## config.mk

```make
export PLATFORM = sky130hd
export DESIGN_NAME = shared_object_byte_parser
export DESIGN_NICKNAME = d
export VERILOG_FILES = /design/src/rtl/sobp_pkg.sv /design/src/rtl/sobp_queue.sv /design/src/rtl/sobp_engine.sv /design/src/rtl/shared_object_byte_parser.sv
export SDC_FILE = /design/constraint.sdc
export NUM_CORES = 1
export LEC_CHECK = 0
export BUFFER_PORTS_ARGS = -buffer_cell sky130_fd_sc_hd__buf_2
export CORE_MARGIN = 2
export CORE_UTILIZATION = 55
export CTS_BUF_LIST = sky130_fd_sc_hd__clkbuf_16
export DETAILED_ROUTE_END_ITERATION = 7
export PLACE_DENSITY = 0.75
export SLEW_MARGIN = 0
export SYNTH_ARGS = -nofsm -noshare
export SYNTH_HDL_FRONTEND = slang
export SYNTH_SLANG_ARGS = --single-unit
```

## constraint.sdc

```tcl
create_clock -name clock -period 8.3 [get_ports clock]
set_input_delay 0.83 -clock clock [delete_from_list [all_inputs] [get_ports clock]]
set_output_delay 0.83 -clock clock [all_outputs]
set_load 0.05 [all_outputs]
```

## src/rtl/sobp_pkg.sv

```systemverilog
// ----------------------------------------------------------------------------
// Shared object byte parser package
// Phase codes, token kinds, error codes, value type codes, header constants and item and token structs.
// ----------------------------------------------------------------------------
`default_nettype none
package sobp_pkg;

   localparam int unsigned MaxDepth = 8;
   localparam int unsigned QueueDepth = 2;

   typedef enum logic [4:0] {
      PH_HDR, PH_RNAME, PH_PAD, PH_MLEN0, PH_MLEN1, PH_END9, PH_NAME, PH_TYPE,
      PH_FIXED, PH_ALEN, PH_SLEN0, PH_SLEN1, PH_XML0, PH_XLEN0, PH_XLEN1,
      PH_TEXT, PH_DONE, PH_ERR
   } phase_type;

   localparam logic [3:0] TK_HEADER = 4'd0;
   localparam logic [3:0] TK_ROOT   = 4'd1;
   localparam logic [3:0] TK_NLEN   = 4'd2;
   localparam logic [3:0] TK_NAME   = 4'd3;
   localparam logic [3:0] TK_TYPE   = 4'd4;
   localparam logic [3:0] TK_VALUE  = 4'd5;
   localparam logic [3:0] TK_TEXT   = 4'd6;
   localparam logic [3:0] TK_ENDM   = 4'd7;
   localparam logic [3:0] TK_DONE   = 4'd8;
   localparam logic [3:0] TK_ERROR  = 4'd9;

   localparam logic [3:0] ER_NONE   = 4'd0;
   localparam logic [3:0] ER_MAGIC  = 4'd1;
   localparam logic [3:0] ER_TAG    = 4'd2;
   localparam logic [3:0] ER_NLEN   = 4'd3;
   localparam logic [3:0] ER_PAD    = 4'd4;
   localparam logic [3:0] ER_SLEN   = 4'd5;
   localparam logic [3:0] ER_XML    = 4'd6;
   localparam logic [3:0] ER_ENDM   = 4'd7;
   localparam logic [3:0] ER_DEEP   = 4'd8;
   localparam logic [3:0] ER_TRUNC  = 4'd9;

   localparam logic [7:0] TY_NUMBER = 8'h00;
   localparam logic [7:0] TY_BOOL   = 8'h01;
   localparam logic [7:0] TY_STRING = 8'h02;
   localparam logic [7:0] TY_OBJECT = 8'h03;
   localparam logic [7:0] TY_ARRAY  = 8'h08;
   localparam logic [7:0] TY_DATE   = 8'h0B;
   localparam logic [7:0] TY_XML    = 8'h0F;
   localparam logic [7:0] TY_TYPED  = 8'h10;
   localparam logic [7:0] END_MARK  = 8'h09;

   // expected header bytes; length bytes 2..5 are not compared
   function automatic logic [7:0] hdr_expect(input logic [3:0] idx);
      logic [7:0] val;
      begin
         unique case (idx)
            4'd1:    val = 8'hBF;
            4'd6:    val = 8'h54;
            4'd7:    val = 8'h43;
            4'd8:    val = 8'h53;
            4'd9:    val = 8'h4F;
            4'd11:   val = 8'h04;
            default: val = 8'h00;
         endcase
         return val;
      end
   endfunction

   typedef struct packed {
      logic [7:0] byte_val;
      logic       last;
   } item_type;

   typedef struct packed {
      logic [3:0] token_kind;
      logic [7:0] token_byte;
      logic [3:0] nest_depth;
      logic [7:0] value_type;
      logic [3:0] error_code;
      logic       body_done;
   } token_type;

endpackage
`default_nettype wire

```

## src/rtl/sobp_queue.sv

```systemverilog
// ----------------------------------------------------------------------------
// Shared object byte parser input queue
// Two-entry queue between the accepting front and the parsing back end.
// ----------------------------------------------------------------------------
`default_nettype none
module sobp_queue (
   input  wire logic               clock,
   input  wire logic               reset,
   input  wire logic               push_valid,
   output logic                    push_stall,
   input  wire sobp_pkg::item_type push_item,
   output logic                    pop_valid,
   input  wire logic               pop_ready,
   output sobp_pkg::item_type      pop_item
);
   localparam int unsigned PtrW = $clog2(sobp_pkg::QueueDepth);

   sobp_pkg::item_type mem_ff [sobp_pkg::QueueDepth];
   logic [PtrW-1:0] wr_ff, wr_in, rd_ff, rd_in;
   logic [PtrW:0]   cnt_ff, cnt_in;
   logic push, pop;

   assign push_stall = (cnt_ff == PtrW'(0) + (PtrW+1)'(sobp_pkg::QueueDepth));
   assign pop_valid  = (cnt_ff != '0);
   assign pop_item   = mem_ff[rd_ff];
   assign push = push_valid && !push_stall;
   assign pop  = pop_valid && pop_ready;

   always_comb begin
      wr_in  = push ? wr_ff + PtrW'(1) : wr_ff;
      rd_in  = pop ? rd_ff + PtrW'(1) : rd_ff;
      cnt_in = cnt_ff + (PtrW+1)'(push) - (PtrW+1)'(pop);
   end

   always_ff @(posedge clock) begin
      if (reset) begin
         wr_ff  <= '0;
         rd_ff  <= '0;
         cnt_ff <= '0;
      end else begin
         wr_ff  <= wr_in;
         rd_ff  <= rd_in;
         cnt_ff <= cnt_in;
      end
      if (push) begin
         mem_ff[wr_ff] <= push_item;
      end
   end
endmodule
`default_nettype wire

```

## src/rtl/sobp_engine.sv

```systemverilog
// ----------------------------------------------------------------------------
// Shared object byte parser engine
// Walks header and member records one byte per cycle unless the output is stalled, and registers a token.
// ----------------------------------------------------------------------------
`default_nettype none
module sobp_engine (
   input  wire logic               clock,
   input  wire logic               reset,
   input  wire logic               in_valid,
   output logic                    in_ready,
   input  wire sobp_pkg::item_type in_item,
   output logic                    out_valid,
   input  wire logic               out_stall,
   output sobp_pkg::token_type     out_token
);
   sobp_pkg::phase_type phase_ff, phase_in;
   logic [15:0] cnt_ff, cnt_in;
   logic [31:0] dlen_ff, dlen_in, pos_ff, pos_in;
   logic [3:0]  depth_ff, depth_in, err_ff, err_in;
   logic [7:0]  type_ff, type_in;
   logic        hdr_ok_ff, hdr_ok_in;
   logic        ov_ff;
   sobp_pkg::token_type tok_ff, tok_in;

   logic [31:0] left;
   logic [15:0] dec, len;
   logic [3:0]  kind;
   logic [7:0]  b;
   logic        go;

   assign in_ready  = !ov_ff || !out_stall;
   assign go        = in_valid && in_ready;
   assign out_valid = ov_ff;
   assign out_token = tok_ff;

   assign b    = in_item.byte_val;
   // room left counts the current byte as consumed
   assign left = (dlen_ff > pos_in) ? dlen_ff - pos_in : 32'd0;
   assign dec  = (cnt_ff != 16'd0) ? cnt_ff - 16'd1 : 16'd0;
   assign len  = {cnt_ff[15:8], b};

   always_comb begin
      phase_in  = phase_ff;
      cnt_in    = cnt_ff;
      dlen_in   = dlen_ff;
      pos_in    = pos_ff;
      depth_in  = depth_ff;
      err_in    = err_ff;
      type_in   = type_ff;
      hdr_ok_in = hdr_ok_ff;
      kind      = sobp_pkg::TK_HEADER;

      if (phase_ff == sobp_pkg::PH_ERR) begin
         kind = sobp_pkg::TK_ERROR;
      end else if (phase_ff == sobp_pkg::PH_DONE) begin
         kind = sobp_pkg::TK_DONE;
      end else begin
         if (pos_ff != 32'hFFFF_FFFF) begin
            pos_in = pos_ff + 32'd1;
         end
         unique case (phase_ff)
            sobp_pkg::PH_HDR: begin
               kind = sobp_pkg::TK_HEADER;
               if (pos_ff >= 32'd2 && pos_ff <= 32'd5) begin
                  dlen_in = {dlen_ff[23:0], b};
               end else if (pos_ff < 32'd16) begin
                  if (b != sobp_pkg::hdr_expect(pos_ff[3:0])) begin
                     err_in   = (pos_ff < 32'd2) ? sobp_pkg::ER_MAGIC : sobp_pkg::ER_TAG;
                     phase_in = sobp_pkg::PH_ERR;
                  end
               end else if (pos_ff == 32'd16) begin
                  cnt_in = {b, 8'h00};
               end else begin
                  cnt_in = len;
                  if (len == 16'd0 || 32'(len) > left) begin
                     err_in   = sobp_pkg::ER_NLEN;
                     phase_in = sobp_pkg::PH_ERR;
                  end else begin
                     phase_in = sobp_pkg::PH_RNAME;
                  end
               end
            end
            sobp_pkg::PH_RNAME: begin
               kind   = sobp_pkg::TK_ROOT;
               cnt_in = dec;
               if (dec == 16'd0) begin
                  cnt_in   = 16'd4;
                  phase_in = sobp_pkg::PH_PAD;
               end
            end
            sobp_pkg::PH_PAD: begin
               if (b != 8'h00) begin
                  err_in   = sobp_pkg::ER_PAD;
                  phase_in = sobp_pkg::PH_ERR;
               end else begin
                  cnt_in = dec;
                  if (dec == 16'd0) begin
                     hdr_ok_in = 1'b1;
                     phase_in  = (pos_in >= dlen_ff) ? sobp_pkg::PH_DONE : sobp_pkg::PH_MLEN0;
                  end
               end
            end
            sobp_pkg::PH_MLEN0, sobp_pkg::PH_SLEN0, sobp_pkg::PH_XLEN0: begin
               kind   = (phase_ff == sobp_pkg::PH_MLEN0) ? sobp_pkg::TK_NLEN : sobp_pkg::TK_VALUE;
               cnt_in = {b, 8'h00};
               phase_in = (phase_ff == sobp_pkg::PH_MLEN0) ? sobp_pkg::PH_MLEN1 :
                          (phase_ff == sobp_pkg::PH_SLEN0) ? sobp_pkg::PH_SLEN1 :
                          sobp_pkg::PH_XLEN1;
            end
            sobp_pkg::PH_MLEN1: begin
               kind   = sobp_pkg::TK_NLEN;
               cnt_in = len;
               if (len == 16'd0) begin
                  phase_in = sobp_pkg::PH_END9;
               end else if (32'(len) > left) begin
                  err_in   = sobp_pkg::ER_NLEN;
                  phase_in = sobp_pkg::PH_ERR;
               end else begin
                  phase_in = sobp_pkg::PH_NAME;
               end
            end
            sobp_pkg::PH_END9: begin
               kind = sobp_pkg::TK_ENDM;
               if (b != sobp_pkg::END_MARK) begin
                  err_in   = sobp_pkg::ER_ENDM;
                  phase_in = sobp_pkg::PH_ERR;
               end else begin
                  if (depth_ff != 4'd0) begin
                     depth_in = depth_ff - 4'd1;
                  end
                  phase_in = (pos_in >= dlen_ff) ? sobp_pkg::PH_DONE : sobp_pkg::PH_MLEN0;
               end
            end
            sobp_pkg::PH_NAME: begin
               kind   = sobp_pkg::TK_NAME;
               cnt_in = dec;
               if (dec == 16'd0) begin
                  phase_in = sobp_pkg::PH_TYPE;
               end
            end
            sobp_pkg::PH_TYPE: begin
               kind    = sobp_pkg::TK_TYPE;
               type_in = b;
               unique case (b)
                  sobp_pkg::TY_NUMBER: begin
                     cnt_in = 16'd8; phase_in = sobp_pkg::PH_FIXED;
                  end
                  sobp_pkg::TY_BOOL: begin
                     cnt_in = 16'd1; phase_in = sobp_pkg::PH_FIXED;
                  end
                  sobp_pkg::TY_STRING: phase_in = sobp_pkg::PH_SLEN0;
                  sobp_pkg::TY_OBJECT, sobp_pkg::TY_TYPED: begin
                     if (depth_ff >= 4'(sobp_pkg::MaxDepth)) begin
                        err_in = sobp_pkg::ER_DEEP; phase_in = sobp_pkg::PH_ERR;
                     end else begin
                        depth_in = depth_ff + 4'd1;
                        phase_in = (pos_in >= dlen_ff) ? sobp_pkg::PH_DONE :
                                   sobp_pkg::PH_MLEN0;
                     end
                  end
                  sobp_pkg::TY_ARRAY: begin
                     cnt_in = 16'd4; phase_in = sobp_pkg::PH_ALEN;
                  end
                  sobp_pkg::TY_DATE: begin
                     cnt_in = 16'd10; phase_in = sobp_pkg::PH_FIXED;
                  end
                  sobp_pkg::TY_XML: phase_in = sobp_pkg::PH_XML0;
                  default: phase_in = (pos_in >= dlen_ff) ? sobp_pkg::PH_DONE :
                                      sobp_pkg::PH_MLEN0;
               endcase
            end
            sobp_pkg::PH_FIXED, sobp_pkg::PH_TEXT: begin
               kind   = (phase_ff == sobp_pkg::PH_TEXT) ? sobp_pkg::TK_TEXT : sobp_pkg::TK_VALUE;
               cnt_in = dec;
               if (dec == 16'd0) begin
                  phase_in = (pos_in >= dlen_ff) ? sobp_pkg::PH_DONE : sobp_pkg::PH_MLEN0;
               end
            end
            sobp_pkg::PH_ALEN: begin
               kind   = sobp_pkg::TK_VALUE;
               cnt_in = dec;
               if (dec == 16'd0) begin
                  if (depth_ff >= 4'(sobp_pkg::MaxDepth)) begin
                     err_in = sobp_pkg::ER_DEEP; phase_in = sobp_pkg::PH_ERR;
                  end else begin
                     depth_in = depth_ff + 4'd1;
                     phase_in = (pos_in >= dlen_ff) ? sobp_pkg::PH_DONE : sobp_pkg::PH_MLEN0;
                  end
               end
            end
            sobp_pkg::PH_SLEN1, sobp_pkg::PH_XLEN1: begin
               kind   = sobp_pkg::TK_VALUE;
               cnt_in = len;
               if (len == 16'd0 || 32'(len) > left) begin
                  err_in   = (phase_ff == sobp_pkg::PH_SLEN1) ? sobp_pkg::ER_SLEN :
                             sobp_pkg::ER_XML;
                  phase_in = sobp_pkg::PH_ERR;
               end else begin
                  phase_in = sobp_pkg::PH_TEXT;
               end
            end
            sobp_pkg::PH_XML0: begin
               kind = sobp_pkg::TK_VALUE;
               if (b != 8'h00) begin
                  err_in = sobp_pkg::ER_XML; phase_in = sobp_pkg::PH_ERR;
               end else begin
                  phase_in = sobp_pkg::PH_XLEN0;
               end
            end
            default: begin
               err_in = sobp_pkg::ER_TRUNC; phase_in = sobp_pkg::PH_ERR;
            end
         endcase
      end

      if (in_item.last && phase_in != sobp_pkg::PH_DONE && err_in == sobp_pkg::ER_NONE) begin
         err_in   = sobp_pkg::ER_TRUNC;
         phase_in = sobp_pkg::PH_ERR;
      end
      if (err_in != sobp_pkg::ER_NONE) begin
         kind = sobp_pkg::TK_ERROR;
      end

      tok_in.token_kind = kind;
      tok_in.token_byte = b;
      tok_in.nest_depth = depth_in;
      tok_in.value_type = type_in;
      tok_in.error_code = err_in;
      tok_in.body_done  = hdr_ok_in && (pos_in >= dlen_in);
   end

   always_ff @(posedge clock) begin
      if (reset) begin
         phase_ff  <= sobp_pkg::PH_HDR;
         cnt_ff    <= '0;
         dlen_ff   <= '0;
         pos_ff    <= '0;
         depth_ff  <= '0;
         err_ff    <= '0;
         type_ff   <= '0;
         hdr_ok_ff <= 1'b0;
         ov_ff     <= 1'b0;
      end else begin
         if (go) begin
            ov_ff <= 1'b1;
            if (in_item.last) begin
               // start a new file after the final byte
               phase_ff  <= sobp_pkg::PH_HDR;
               cnt_ff    <= '0;
               dlen_ff   <= '0;
               pos_ff    <= '0;
               depth_ff  <= '0;
               err_ff    <= '0;
               type_ff   <= '0;
               hdr_ok_ff <= 1'b0;
            end else begin
               phase_ff  <= phase_in;
               cnt_ff    <= cnt_in;
               dlen_ff   <= dlen_in;
               pos_ff    <= pos_in;
               depth_ff  <= depth_in;
               err_ff    <= err_in;
               type_ff   <= type_in;
               hdr_ok_ff <= hdr_ok_in;
            end
         end else if (!out_stall) begin
            ov_ff <= 1'b0;
         end
      end
      if (go) begin
         tok_ff <= tok_in;
      end
   end
endmodule
`default_nettype wire

```

## src/rtl/shared_object_byte_parser.sv

```systemverilog
// ----------------------------------------------------------------------------
// Shared object byte parser
// Classifies each byte of a shared-object file and reports depth and errors.
// ----------------------------------------------------------------------------
//  channel | direction | handshake          | payload
//  req_    | in        | req_valid/req_stall | req_in_byte, req_in_last
//  rsp_    | out       | rsp_valid/rsp_stall | token, depth, type, error, done
//
//  One byte per cycle sustained while rsp_stall is low; an accepted byte is
//  written into the queue, then the engine parses it and registers its token,
//  which it offers until the response handshake takes it.
//  The two-entry queue and the engine output register absorb stalls.
//  Synchronous reset returns the parser to the first magic byte.
`default_nettype none
module shared_object_byte_parser (
   input  wire logic       clock,
   input  wire logic       reset,
   input  wire logic       req_valid,
   output logic            req_stall,
   input  wire logic [7:0] req_in_byte,
   input  wire logic       req_in_last,
   output logic            rsp_valid,
   input  wire logic       rsp_stall,
   output logic [3:0]      rsp_token_kind,
   output logic [7:0]      rsp_token_byte,
   output logic [3:0]      rsp_nest_depth,
   output logic [7:0]      rsp_value_type,
   output logic [3:0]      rsp_error_code,
   output logic            rsp_body_done
);
   sobp_pkg::item_type  push_item, pop_item;
   sobp_pkg::token_type tok;
   logic pop_valid, pop_ready;

   assign push_item.byte_val = req_in_byte;
   assign push_item.last     = req_in_last;

   sobp_queue u_queue (
      .clock      (clock),
      .reset      (reset),
      .push_valid (req_valid),
      .push_stall (req_stall),
      .push_item  (push_item),
      .pop_valid  (pop_valid),
      .pop_ready  (pop_ready),
      .pop_item   (pop_item)
   );

   sobp_engine u_engine (
      .clock     (clock),
      .reset     (reset),
      .in_valid  (pop_valid),
      .in_ready  (pop_ready),
      .in_item   (pop_item),
      .out_valid (rsp_valid),
      .out_stall (rsp_stall),
      .out_token (tok)
   );

   assign rsp_token_kind = tok.token_kind;
   assign rsp_token_byte = tok.token_byte;
   assign rsp_nest_depth = tok.nest_depth;
   assign rsp_value_type = tok.value_type;
   assign rsp_error_code = tok.error_code;
   assign rsp_body_done  = tok.body_done;
endmodule
`default_nettype wire

```

# ---- Word-level counts from Yosys, hierarchy flattened
# Memory sizes are Yosys's and may differ from the RTL's. A register that Yosys moved wholly into a read port is not among the register bits.
# Cells that the tools add are included.
dict set report classes {
  n_div 0
  n_addsub 9
  eq_ne 45
  reduce_logical 36
  n_mul 0
  shift 0
  n_lt_le_gt_ge 9
  n_mux 104
  n_bitwise 0
}
# cell n
set ops {}
lappend ops {{two-way mux 32 bit} 12}
lappend ops {{two-way mux 16 bit} 9}
lappend ops {{case mux 16 bit (7 select lines)} 1}
lappend ops {{two-way mux 5 bit} 22}
lappend ops {{two-way mux 4 bit} 26}
lappend ops {{two-way mux 8 bit} 9}
lappend ops {{greater-or-equal comparator 32 bit} 2}
lappend ops {{case mux 16 bit (4 select lines)} 1}
lappend ops {{case mux 5 bit (12 select lines)} 1}
lappend ops {{case mux 8 bit (6 select lines)} 1}
lappend ops {{== test 5 x 4 -> 1 bit (second input constant)} 8}
lappend ops {{case mux 4 bit (9 select lines)} 1}
lappend ops {{adder 32 x 1 -> 32 bit (second input constant)} 1}
lappend ops {{== test 32 x 5 -> 1 bit (second input constant)} 1}
lappend ops {{greater-or-equal comparator 32 x 2 -> 1 bit (second input constant)} 1}
lappend ops {{> comparator 16 x 32 -> 1 bit} 1}
lappend ops {{> comparator 32 bit} 1}
lappend ops {{less-or-equal comparator 32 x 3 -> 1 bit (second input constant)} 1}
lappend ops {{logical NOT 16 bit} 2}
lappend ops {{less-than comparator 32 x 2 -> 1 bit (second input constant)} 1}
lappend ops {{less-than comparator 32 x 5 -> 1 bit (second input constant)} 1}
lappend ops {{!= test 32 bit (second input constant)} 1}
lappend ops {{subtractor 32 bit} 1}
lappend ops {{case mux 5 bit (5 select lines)} 1}
lappend ops {{other kinds (48)} 97}
dict set report word_totals {
  latch_bits 0
  out_inout_bits 31
  regBits 136
  wordCells 224
  mem_bits_ro 0
  mem_bits_rw 18
  inputBits 13
  mem_count 1
}
# name words width read_ports rd_ports_with_merged_regs write_ports line
set mem_list {}
lappend mem_list {u_queue.mem_ff 2 9 1 1 1 sobp_queue.sv:18} ;# sobp_pkg::item_type mem_ff [sobp_pkg::QueueDepth];

# ---- Depth between registers and ports, before layout
# Gate-level depths: netlist of run 1.
dict set report logic_depth {
  ltp_word 23
  mapped_depth 36
  ltp_nobuf 33
}

# ---- By module
# Synthesis of run 1 repeated with hierarchy kept, for this count alone.
dict set report hier_totals {
  hier_cells 1848
  area_unflattened_um2 13963.4
}
# mod instances cells_per_inst seq_area_each_um2 area_per_inst_um2
set modules_own_cells {}
lappend modules_own_cells {sobp_engine 1 1793 2932.8 13078.8}
lappend modules_own_cells {sobp_queue 1 55 640.6 884.6}

# ---- Worst setup path after synthesis of run 1
# No wires, ideal clock.
dict set report synth_timing {
  kind {register to register}
  startpoint {reg u_engine.pos_ff[8]}
  endpoint {reg u_engine.tok_ff, in the netlist u_engine.out_token[4], data pin}
  period_less_slack_ps 7724
  path_stages_with_launch 36
  setup_ps 254
  required_ps 8046
  path_slack_ps 576
  arrival_ps 7470
  path_buffers 5
  cell_sequence {dfxtp_1 -> clkbuf_1 -> nand4_1 -> nor3_2 -> nand2_1 -> nor4b_2 -> nand3_1 -> nor2_1 -> nand3_1 -> or2_2 -> clkbuf_1 -> nor3_1 -> xor2_1 -> inv_1 -> ha_1 -> clkbuf_1 -> nand2_1 -> o21ai_0 -> or2_2 -> a2111oi_1 -> nor3_2 -> clkbuf_1 -> nand2_1 -> ha_1 -> or4_1 -> o2111a_1 -> o31ai_1 -> a2111o_1 -> a2111oi_2 -> nand4_1 -> nor4_2 -> buf_4 -> o311a_2 -> o21ai_0 -> nor3_4 -> a21bo_1}
}
dict set report synth_between {
  elab_chain_cells 21
  elab_cells_between_ends 53
}
# item line
set synth_lines {}
lappend synth_lines {{start: declaration} sobp_engine.sv:18} ;# logic [31:0] dlen_ff, dlen_in, pos_ff, pos_in;
lappend synth_lines {{start signal: assignment} sobp_engine.sv:260} ;# pos_ff <= pos_in;
lappend synth_lines {{adder 32 x 1 -> 32 bit or != test 32 bit (tied branches)} {sobp_engine.sv:59, sobp_engine.sv:58}}
lappend synth_lines {{two-way mux 32 bit} sobp_engine.sv:58} ;# if (pos_ff != 32'hFFFF_FFFF) begin
lappend synth_lines {{two-way mux 32 bit} sobp_engine.sv:55} ;# end else if (phase_ff == sobp_pkg::PH_DONE) begin
lappend synth_lines {{two-way mux 32 bit} sobp_engine.sv:53} ;# if (phase_ff == sobp_pkg::PH_ERR) begin
lappend synth_lines {{two-way mux 32 bit} sobp_engine.sv:55}
lappend synth_lines {{two-way mux 32 bit} sobp_engine.sv:53}
lappend synth_lines {{subtractor 32 bit or > comparator 32 bit (tied branches)} sobp_engine.sv:38} ;# assign left = (dlen_ff > pos_in) ? dlen_ff - pos_in : 32'd0;
lappend synth_lines {{two-way mux 32 bit} sobp_engine.sv:38}
lappend synth_lines {{[... 5 more ...]} --}
lappend synth_lines {{two-way mux 5 bit} sobp_engine.sv:64} ;# if (pos_ff >= 32'd2 && pos_ff <= 32'd5) begin
lappend synth_lines {{case mux 5 bit (12 select lines)} sobp_engine.sv:61} ;# unique case (phase_ff)
lappend synth_lines {{two-way mux 5 bit} sobp_engine.sv:55}
lappend synth_lines {{two-way mux 5 bit} sobp_engine.sv:53}
lappend synth_lines {{!= test 5 bit} sobp_engine.sv:216} ;# if (in_item.last && phase_in != sobp_pkg::PH_DONE && err_in == sobp_pkg::ER_NONE) begin
lappend synth_lines {{logical AND 1 bit (2 in a row)} sobp_engine.sv:216}
lappend synth_lines {{two-way mux 4 bit (*)} sobp_engine.sv:216}
lappend synth_lines {{net u_engine.err_in[3]} sobp_engine.sv:19} ;# logic [3:0] depth_ff, depth_in, err_ff, err_in;
lappend synth_lines {{end signal: assignment} sobp_engine.sv:271} ;# tok_ff <= tok_in;
lappend synth_lines {{end: declaration} sobp_engine.sv:23} ;# sobp_pkg::token_type tok_ff, tok_in;
# The timed path passes the listed nets; every way through them passes the cells marked *. The select of a mux whose other input is x is not followed.
# A chain may end at the register's enable or synchronous reset.

# ---- Worst setup path after layout of run 1
dict set report layout_timing {
  startpoint {reg u_engine.phase_ff[3]}
  endpoint {reg u_engine.tok_ff, in the netlist u_engine.out_token[28], data pin}
}
dict set report layout_between {
  elab_chain_cells 20
  elab_cells_between_ends 65
}
# item line
set layout_lines {}
lappend layout_lines {{start: declaration} sobp_engine.sv:16} ;# sobp_pkg::phase_type phase_ff, phase_in;
lappend layout_lines {{start signal: assignment} sobp_engine.sv:234} ;# phase_ff <= sobp_pkg::PH_HDR;
lappend layout_lines {{start signal: assignment} sobp_engine.sv:248} ;# phase_ff <= sobp_pkg::PH_HDR;
lappend layout_lines {{start signal: assignment} sobp_engine.sv:257} ;# phase_ff <= phase_in;
lappend layout_lines {{== test 5 bit} sobp_engine.sv:55}
lappend layout_lines {{two-way mux 32 bit} sobp_engine.sv:55}
lappend layout_lines {{two-way mux 32 bit} sobp_engine.sv:53}
lappend layout_lines {{subtractor 32 bit or > comparator 32 bit (tied branches)} sobp_engine.sv:38}
lappend layout_lines {{two-way mux 32 bit} sobp_engine.sv:38}
lappend layout_lines {{> comparator 16 x 32 -> 1 bit} {sobp_engine.sv:75, sobp_engine.sv:115, sobp_engine.sv:194}}
lappend layout_lines {{logical OR 1 bit} {sobp_engine.sv:75, sobp_engine.sv:194}}
lappend layout_lines {{two-way mux 5 bit} sobp_engine.sv:75} ;# if (len == 16'd0 || 32'(len) > left) begin
lappend layout_lines {{[... 3 more ...]} --}
lappend layout_lines {{case mux 5 bit (12 select lines)} sobp_engine.sv:61}
lappend layout_lines {{two-way mux 5 bit} sobp_engine.sv:55}
lappend layout_lines {{two-way mux 5 bit} sobp_engine.sv:53}
lappend layout_lines {{!= test 5 bit} sobp_engine.sv:216}
lappend layout_lines {{logical AND 1 bit (2 in a row)} sobp_engine.sv:216}
lappend layout_lines {{two-way mux 4 bit} sobp_engine.sv:216}
lappend layout_lines {{nonzero test 4 bit} sobp_engine.sv:220} ;# if (err_in != sobp_pkg::ER_NONE) begin
lappend layout_lines {{OR reduction 3 bit (no line) (*)} --}
# Mark *: on every way between the ends. The rest lies on a longest branch, timed or not.

==> impl_metrics.env, run 1 <==
export IMPL_slew_headroom_pct=32.8
export IMPL_hold_class="reg -> reg"
export IMPL_grt_pass1_vias=13700
export IMPL_drc=0
export IMPL_die_y_um=164
export IMPL_detailed_place_hpwl_mm=34.5
export IMPL_cp_end_kind="register"
export IMPL_fin_skew_ps=15.0
export IMPL_ys_ff_latch=155
export IMPL_n_antenna_cell=0
export IMPL_netlist_instances=1881
export IMPL_clockRootBuffer="clkbuf_16"
export IMPL_drt_wl_total_mm=46.7
export IMPL_post_route_min_period_ps=7820
export IMPL_tritoncts="yes"
export IMPL_path_common_cell="buf_4"
export IMPL_htree_levels=4
export IMPL_start_util_pct=56.0
export IMPL_core_um2=25200
export IMPL_max_stage_delay_ps=830
export IMPL_syn_nets=2017
export IMPL_synth_area_leader_cell="dfxtp_1"
export IMPL_synth_edf_count=47
export IMPL_path_class="reg -> reg"
export IMPL_tightest_slew_ps=1000
export IMPL_hold_path_endpoint="u_engine.type_ff[2]$_SDFFE_PP0P_"
export IMPL_ant_nets=0
export IMPL_reg2reg_slack_ps=480
export IMPL_drive_gt1_share_pct=11.3
export IMPL_post_drt_wl_per_cell_um=20.9
export IMPL_ys_top_cells_by_count="nor2_1, a21oi_1, nand2_1"
export IMPL_slew_viol_final=0
export IMPL_num_nets_final=2022
export IMPL_vias=14500
export IMPL_cts_buffer_depth=2
export IMPL_finalPower_mw=4.27
export IMPL_async_flop_share_pct=0
export IMPL_grt_max_degree=74
export IMPL_crit_required_ps=8470
export IMPL_row_count=58
export IMPL_cpMaxStageDelayCell="dfxtp_1"
export IMPL_ys_warn_count=0
export IMPL_setup_violations=0
export IMPL_crit_arrival_ps=7990
export IMPL_synth_top_area_share_pct=15.3
export IMPL_io_pins=44
export IMPL_areaGrowthSynthToFinish_pct=9.53
export IMPL_yosysMostFrequentCell="nor2_1"
export IMPL_reg2reg_depth=27
export IMPL_dieArea_um2=26900
export IMPL_yosysSeqAreaShare_pct=25.3
export IMPL_cp_start_kind="register"
export IMPL_use_met2_pct=57.9
export IMPL_fin_crit_sh_pct=94.2
export IMPL_ys_top_cells_by_area="dfxtp_1, ha_1, edfxtp_1"
export IMPL_drt_vias_per_instance=6.51
export IMPL_die_width_um=164
export IMPL_numCtsBuffers=17
export IMPL_reg2reg_to="u_engine.out_token[28]$_SDFFCE_PP1P_"
export IMPL_worstHoldStart="u_engine.type_ff[2]$_SDFFE_PP0P_"
export IMPL_overflow=0
export IMPL_clock_latency_ps=450
export IMPL_clk_pin_slew_ps=80
export IMPL_busiest_layer="met2"
export IMPL_grt_first_pass_wirelength_mm=73.6
export IMPL_syn_area_per_cell_um2=7.50
export IMPL_synth_cell_type_count=104
export IMPL_synth_area_um2=14100
export IMPL_grt_usage_pct=34.7
export IMPL_ys_flop_type="dfxtp_1"
export IMPL_antenna_found_initial=0
export IMPL_crit_fanout=23
export IMPL_power_leakage_nw=6.26
export IMPL_drt_first_pass_iters=6
export IMPL_gp_congestion=0.974
export IMPL_cts_sinks=155
export IMPL_hold_viol_final=0
export IMPL_hold_depth=2
export IMPL_rr_startpoint="u_engine.phase_ff[3]$_SDFFE_PP0P_"
export IMPL_fmax_ghz=0.128
export IMPL_grtUsageMet3_pct=3.61
export IMPL_outcome="finished, final reports clean"
export IMPL_use_met1_pct=45.5
export IMPL_peakVddDrop_mv=0.207
export IMPL_first_iter_violations=1738
export IMPL_port_buffers=43
export IMPL_postLayoutCellArea_um2=15400
export IMPL_maxCapViolations=0
export IMPL_placedInstanceArea_um2=14700
export IMPL_power_density_nw_per_um2=276
metal layers:
layer	routed length [um]	vias up
met2	22000	705
met5	0	-
met4	1740	0
met3	3230	119
met1	19700	6872
li1	-	6815
worst max path at each step:
stage | from | cells past startpoint | slack (ps) | end
after floorplan | u_engine.pos_ff[8]$_SDFFE_PP0P_ | 35 | 580 | u_engine.out_token[4]$_DFFE_PP_
after global placement | u_engine.pos_ff[5]$_SDFFE_PP0P_ | 34 | 230 | u_engine.out_token[28]$_SDFFCE_PP1P_
after detailed placement | u_engine.pos_ff[5]$_SDFFE_PP0P_ | 34 | -50 | u_engine.out_token[28]$_SDFFCE_PP1P_
after CTS | u_engine.pos_ff[5]$_SDFFE_PP0P_ | 34 | 50 | u_engine.out_token[28]$_SDFFCE_PP1P_
after global routing | u_engine.pos_ff[8]$_SDFFE_PP0P_ | 34 | -30 | u_engine.out_token[28]$_SDFFCE_PP1P_
final | u_engine.phase_ff[3]$_SDFFE_PP0P_ | 27 | 480 | u_engine.out_token[28]$_SDFFCE_PP1P_
area by class of cell:
type	instances	area [um^2]
clock buffer	17	425
clock inverter	15	170
fill	2257	9740
inverter	107	402
multi-input combinational	1504	9810
sequential	155	3580
tap	330	413
timing repair buffer	101	653
cells in the final DEF (no fill, tap or decap), types with 10 or more instances in the layout:
master / Yosys / layout
nand3_1: 52 / 52
xor2_1: 37 / 35
and3_1: 15 / 15
edfxtp_1: 47 / 47
a22oi_1: 58 / 58
nor3_1: 42 / 38
a21oi_1: 200 / 199
dfxtp_1: 108 / 106
or3_1: 13 / 13
nand2_1: 149 / 148
nor4_1: 24 / 21
o21ai_0: 87 / 84
ha_1: 122 / 120
a31oi_1: 10 / 10
o21a_1: 10 / 10
a211oi_1: 11 / 11
inv_1: 107 / 106
o22ai_1: 17 / 17
a21o_1: 25 / 25
xnor2_1: 62 / 57
mux2i_1: 18 / 18
nor2b_1: 17 / 16
buf_2: 8 / 42
buf_4: 1 / 59
nand4_1: 42 / 42
clkbuf_16: 0 / 17
o211ai_1: 19 / 19
nor2_1: 269 / 265
nand2b_1: 22 / 22
o21ai_1: 9 / 11
report_power, final:
group,switching (mW),internal [mW],total (mW)
sequential,0.0787,0.914,0.992
clock,0.399,0.407,0.806
combinational,1.64,0.826,2.47
total,2.12,2.15,4.27
logic make-up after synthesis:
family                     synth area share (%)
muxes                                      1.61
AOI/OAI and AO/OA                          25.5
and+or+nand+nor                            24.0
buffers and inverters                      6.39
DFF                                        25.3
xor gates and xnor gates                   6.15
adders and majority gates                  11.0
stage by stage:
step                worst slack (ps)  std cells  hold WS [ps]  util (%)  setup TNS, ps
floorplan                        576       1881           478         -              0
global placement                 231       2196           491      58.3              0
detailed placement             -45.3       2196           506      58.3           -116
CTS                             52.2       2228           523      60.7              0
global route                   -27.0       2229           555      61.3          -50.9
finish                           481       2229           526      61.3              0
sequential cells by signal (all words and copies together) (netlist names), 2 cells and up, named ones only:
| name | flops |
|---|---|
| u_engine.type_ff | 8 |
| u_engine.cnt_ff | 16 |
| u_queue.mem_ff | 18 |
| u_engine.out_token | 29 |
| u_engine.phase_ff | 5 |
| u_queue.cnt_ff | 2 |
| u_engine.depth_ff | 4 |
| u_engine.pos_ff | 32 |
| u_engine.dlen_ff | 32 |
| u_engine.err_ff | 4 |
timing repair:
action                     4_1_cts  5_1_grt
pin swaps                        0        2
resized for setup                1       30
gates cloned                     0        0
hold endpoints to repair         0        0
setup endpoints to repair        5       17
hold buffers                     0        0
setup buffers                    0        1
worst max-delay path: cells and delay by family (launching register included):
kind	cells	cell delay [ps]
buffers and inverters	4	790
adder cells (fa/ha/maj)	2	830
XOR/XNOR	1	390
AO/OA/AOI/OAI	7	1590
flip-flops	1	830
AND/OR/NAND/NOR	13	3100
No activity file was read; power rests on OpenSTA's default activity.
==> run 2, diff against run 1 <==
--- a/config.mk
+++ b/config.mk
@@ -6,6 +6,7 @@
 export NUM_CORES = 1
 export LEC_CHECK = 0
 export BUFFER_PORTS_ARGS = -buffer_cell sky130_fd_sc_hd__buf_2
+export CORE_ASPECT_RATIO = 1.5
 export CORE_MARGIN = 2
 export CORE_UTILIZATION = 55
 export CTS_BUF_LIST = sky130_fd_sc_hd__clkbuf_16
==> run 2 against run 1 <==
Against the previous run: the run now ends with design-rule violations left; die area is essentially flat; sequential power is essentially flat; non-clock buffer count grew 12; wire length grew 3.3%; cell count grew 0.45%; largest power group unchanged.
==> impl_metrics.env, run 2 (synthesis gave the netlist of run 1 again) <==
export IMPL_outcome="complete, but fails checks"
export IMPL_violations="design-rule violations"
export IMPL_detailed_place_hpwl_mm=35.9
export IMPL_hold_class="reg -> reg"
export IMPL_place_ws_ps=-181
export IMPL_max_stage_delay_ps=530
export IMPL_htree_levels=4
export IMPL_drt_vias_per_instance=6.57
export IMPL_vias=14700
export IMPL_cp_end_kind="register"
export IMPL_areaGrowthSynthToFinish_pct=10.6
export IMPL_start_util_pct=56.1
export IMPL_tightest_slew_ps=1240
export IMPL_slew_headroom_pct=16.4
export IMPL_first_iter_violations=1339
export IMPL_grt_pass1_vias=14100
export IMPL_drt_first_pass_iters=8
export IMPL_row_count=71
export IMPL_clock_latency_ps=450
export IMPL_final_common_cell="nor2_1"
export IMPL_post_route_min_period_ps=7950
export IMPL_reg2reg_depth=36
export IMPL_path_common_cell="buf_4"
export IMPL_place_inst=2201
export IMPL_drc=11
export IMPL_grt_usage_pct=34.8
export IMPL_clk_pin_slew_ps=70
export IMPL_core_um2=25100
export IMPL_peakVddDrop_mv=0.228
export IMPL_path_depth=36
export IMPL_power_density_nw_per_um2=278
export IMPL_tritoncts="yes"
export IMPL_path_buf_inv=8
export IMPL_utilization_pct=62.0
export IMPL_overflow=0
export IMPL_die_width_um=135
export IMPL_path_class="reg -> reg"
export IMPL_antenna_found_initial=0
export IMPL_cts_sinks=155
export IMPL_maxCapViolations=0
export IMPL_drt_wl_total_mm=48.2
export IMPL_clockRootBuffer="clkbuf_16"
export IMPL_cpMaxStageDelayCell="or4_1"
export IMPL_crit_arrival_ps=8130
export IMPL_power_leakage_nw=6.35
export IMPL_hold_viol_final=0
export IMPL_numCtsBuffers=17
export IMPL_fin_crit_sh_pct=95.8
export IMPL_port_buffers=43
export IMPL_grt_first_pass_wirelength_mm=74.1
export IMPL_finalSetupTns_ps=0
export IMPL_fmax_ghz=0.126
export IMPL_hold_depth=2
export IMPL_slew_viol_final=0
export IMPL_cts_buffer_depth=2
export IMPL_setup_ws_ps=348
export IMPL_num_nets_final=2034
export IMPL_instances_no_fill=2239
export IMPL_drive_gt1_share_pct=12.0
export IMPL_gp_congestion=1.03
export IMPL_die_y_um=200
export IMPL_crit_fanout=17
export IMPL_setup_violations=0
export IMPL_ant_nets=0
export IMPL_post_drt_wl_per_cell_um=21.5
export IMPL_dieArea_um2=27000
export IMPL_io_pins=44
export IMPL_cp_start_kind="register"
export IMPL_grt_max_degree=82
export IMPL_crit_required_ps=8480
export IMPL_fin_skew_ps=11.2
export IMPL_n_antenna_cell=0
export IMPL_critical_path_top_delay_family="simple AND/OR/NAND/NOR gates"
export IMPL_most_common_layout_cells="nor2_1, a21oi_1, nand2_1, ha_1"
[run 2: final cells by class]
cell class / instances / area (um^2)
multi-input combinational: 1504 / 9850
fill: 2297 / 9550
sequential: 155 / 3580
timing repair buffer: 113 / 747
clock buffer: 17 / 425
tap: 328 / 410
inverter: 107 / 402
clock inverter: 15 / 186
[run 2: worst paths after layout]
kind / start / endpoint / slack (ps)
min: u_engine.type_ff[5]$_SDFFE_PP0P_ / u_engine.type_ff[5]$_SDFFE_PP0P_ / 520
max reg2reg: u_engine.pos_ff[27]$_SDFFE_PP0P_ / u_engine.out_token[28]$_SDFFCE_PP1P_ / 350
max: u_engine.pos_ff[27]$_SDFFE_PP0P_ / u_engine.out_token[28]$_SDFFCE_PP1P_ / 350
min reg2reg: u_engine.type_ff[5]$_SDFFE_PP0P_ / u_engine.type_ff[5]$_SDFFE_PP0P_ / 520
[run 2: power breakdown]
| part | switching (mW) | internal [mW] |
|---|---|---|
| Clock | 0.365 | 0.479 |
| Combinational | 1.66 | 0.845 |
| Sequential | 0.0756 | 0.914 |
| Total | 2.10 | 2.24 |
[run 2: worst reg2reg max path, delay by kind of cell, from the launching register on]
kind,cells,cell delay (ps)
and+or+nand+nor,16,3300
AOI/OAI and AO/OA,9,1780
buffers and inverters,8,1470
adders and majority gates,2,490
DFF,1,480
xor gates and xnor gates,1,190
[run 2: repair_timing]
action	4_1_cts	5_1_grt
setup buffers	1	4
resized for setup	4	34
endpoints found under the setup margin	6	16
hold buffers	0	0
pin swaps	1	6
cloned	0	1
[run 2: per-layer routing]
metal  GRT usage, %  routed length, um
met5              0                  0
met4           27.8               4340
met3           4.10               2540
met2           61.2              24200
met1           36.9              17200
[run 2: through the flow]
| stage | hold WS, ps | cell area [um^2] | power (mW) |
|---|---|---|---|
| detailed placement | 502 | 14700 | 3.40 |
| finish | 517 | 15600 | 4.34 |
| CTS | 518 | 15400 | 4.25 |
| global route | 529 | 15600 | 4.57 |
| global placement | 492 | 14700 | 3.37 |
| floorplan | 478 | 14100 | 2.67 |
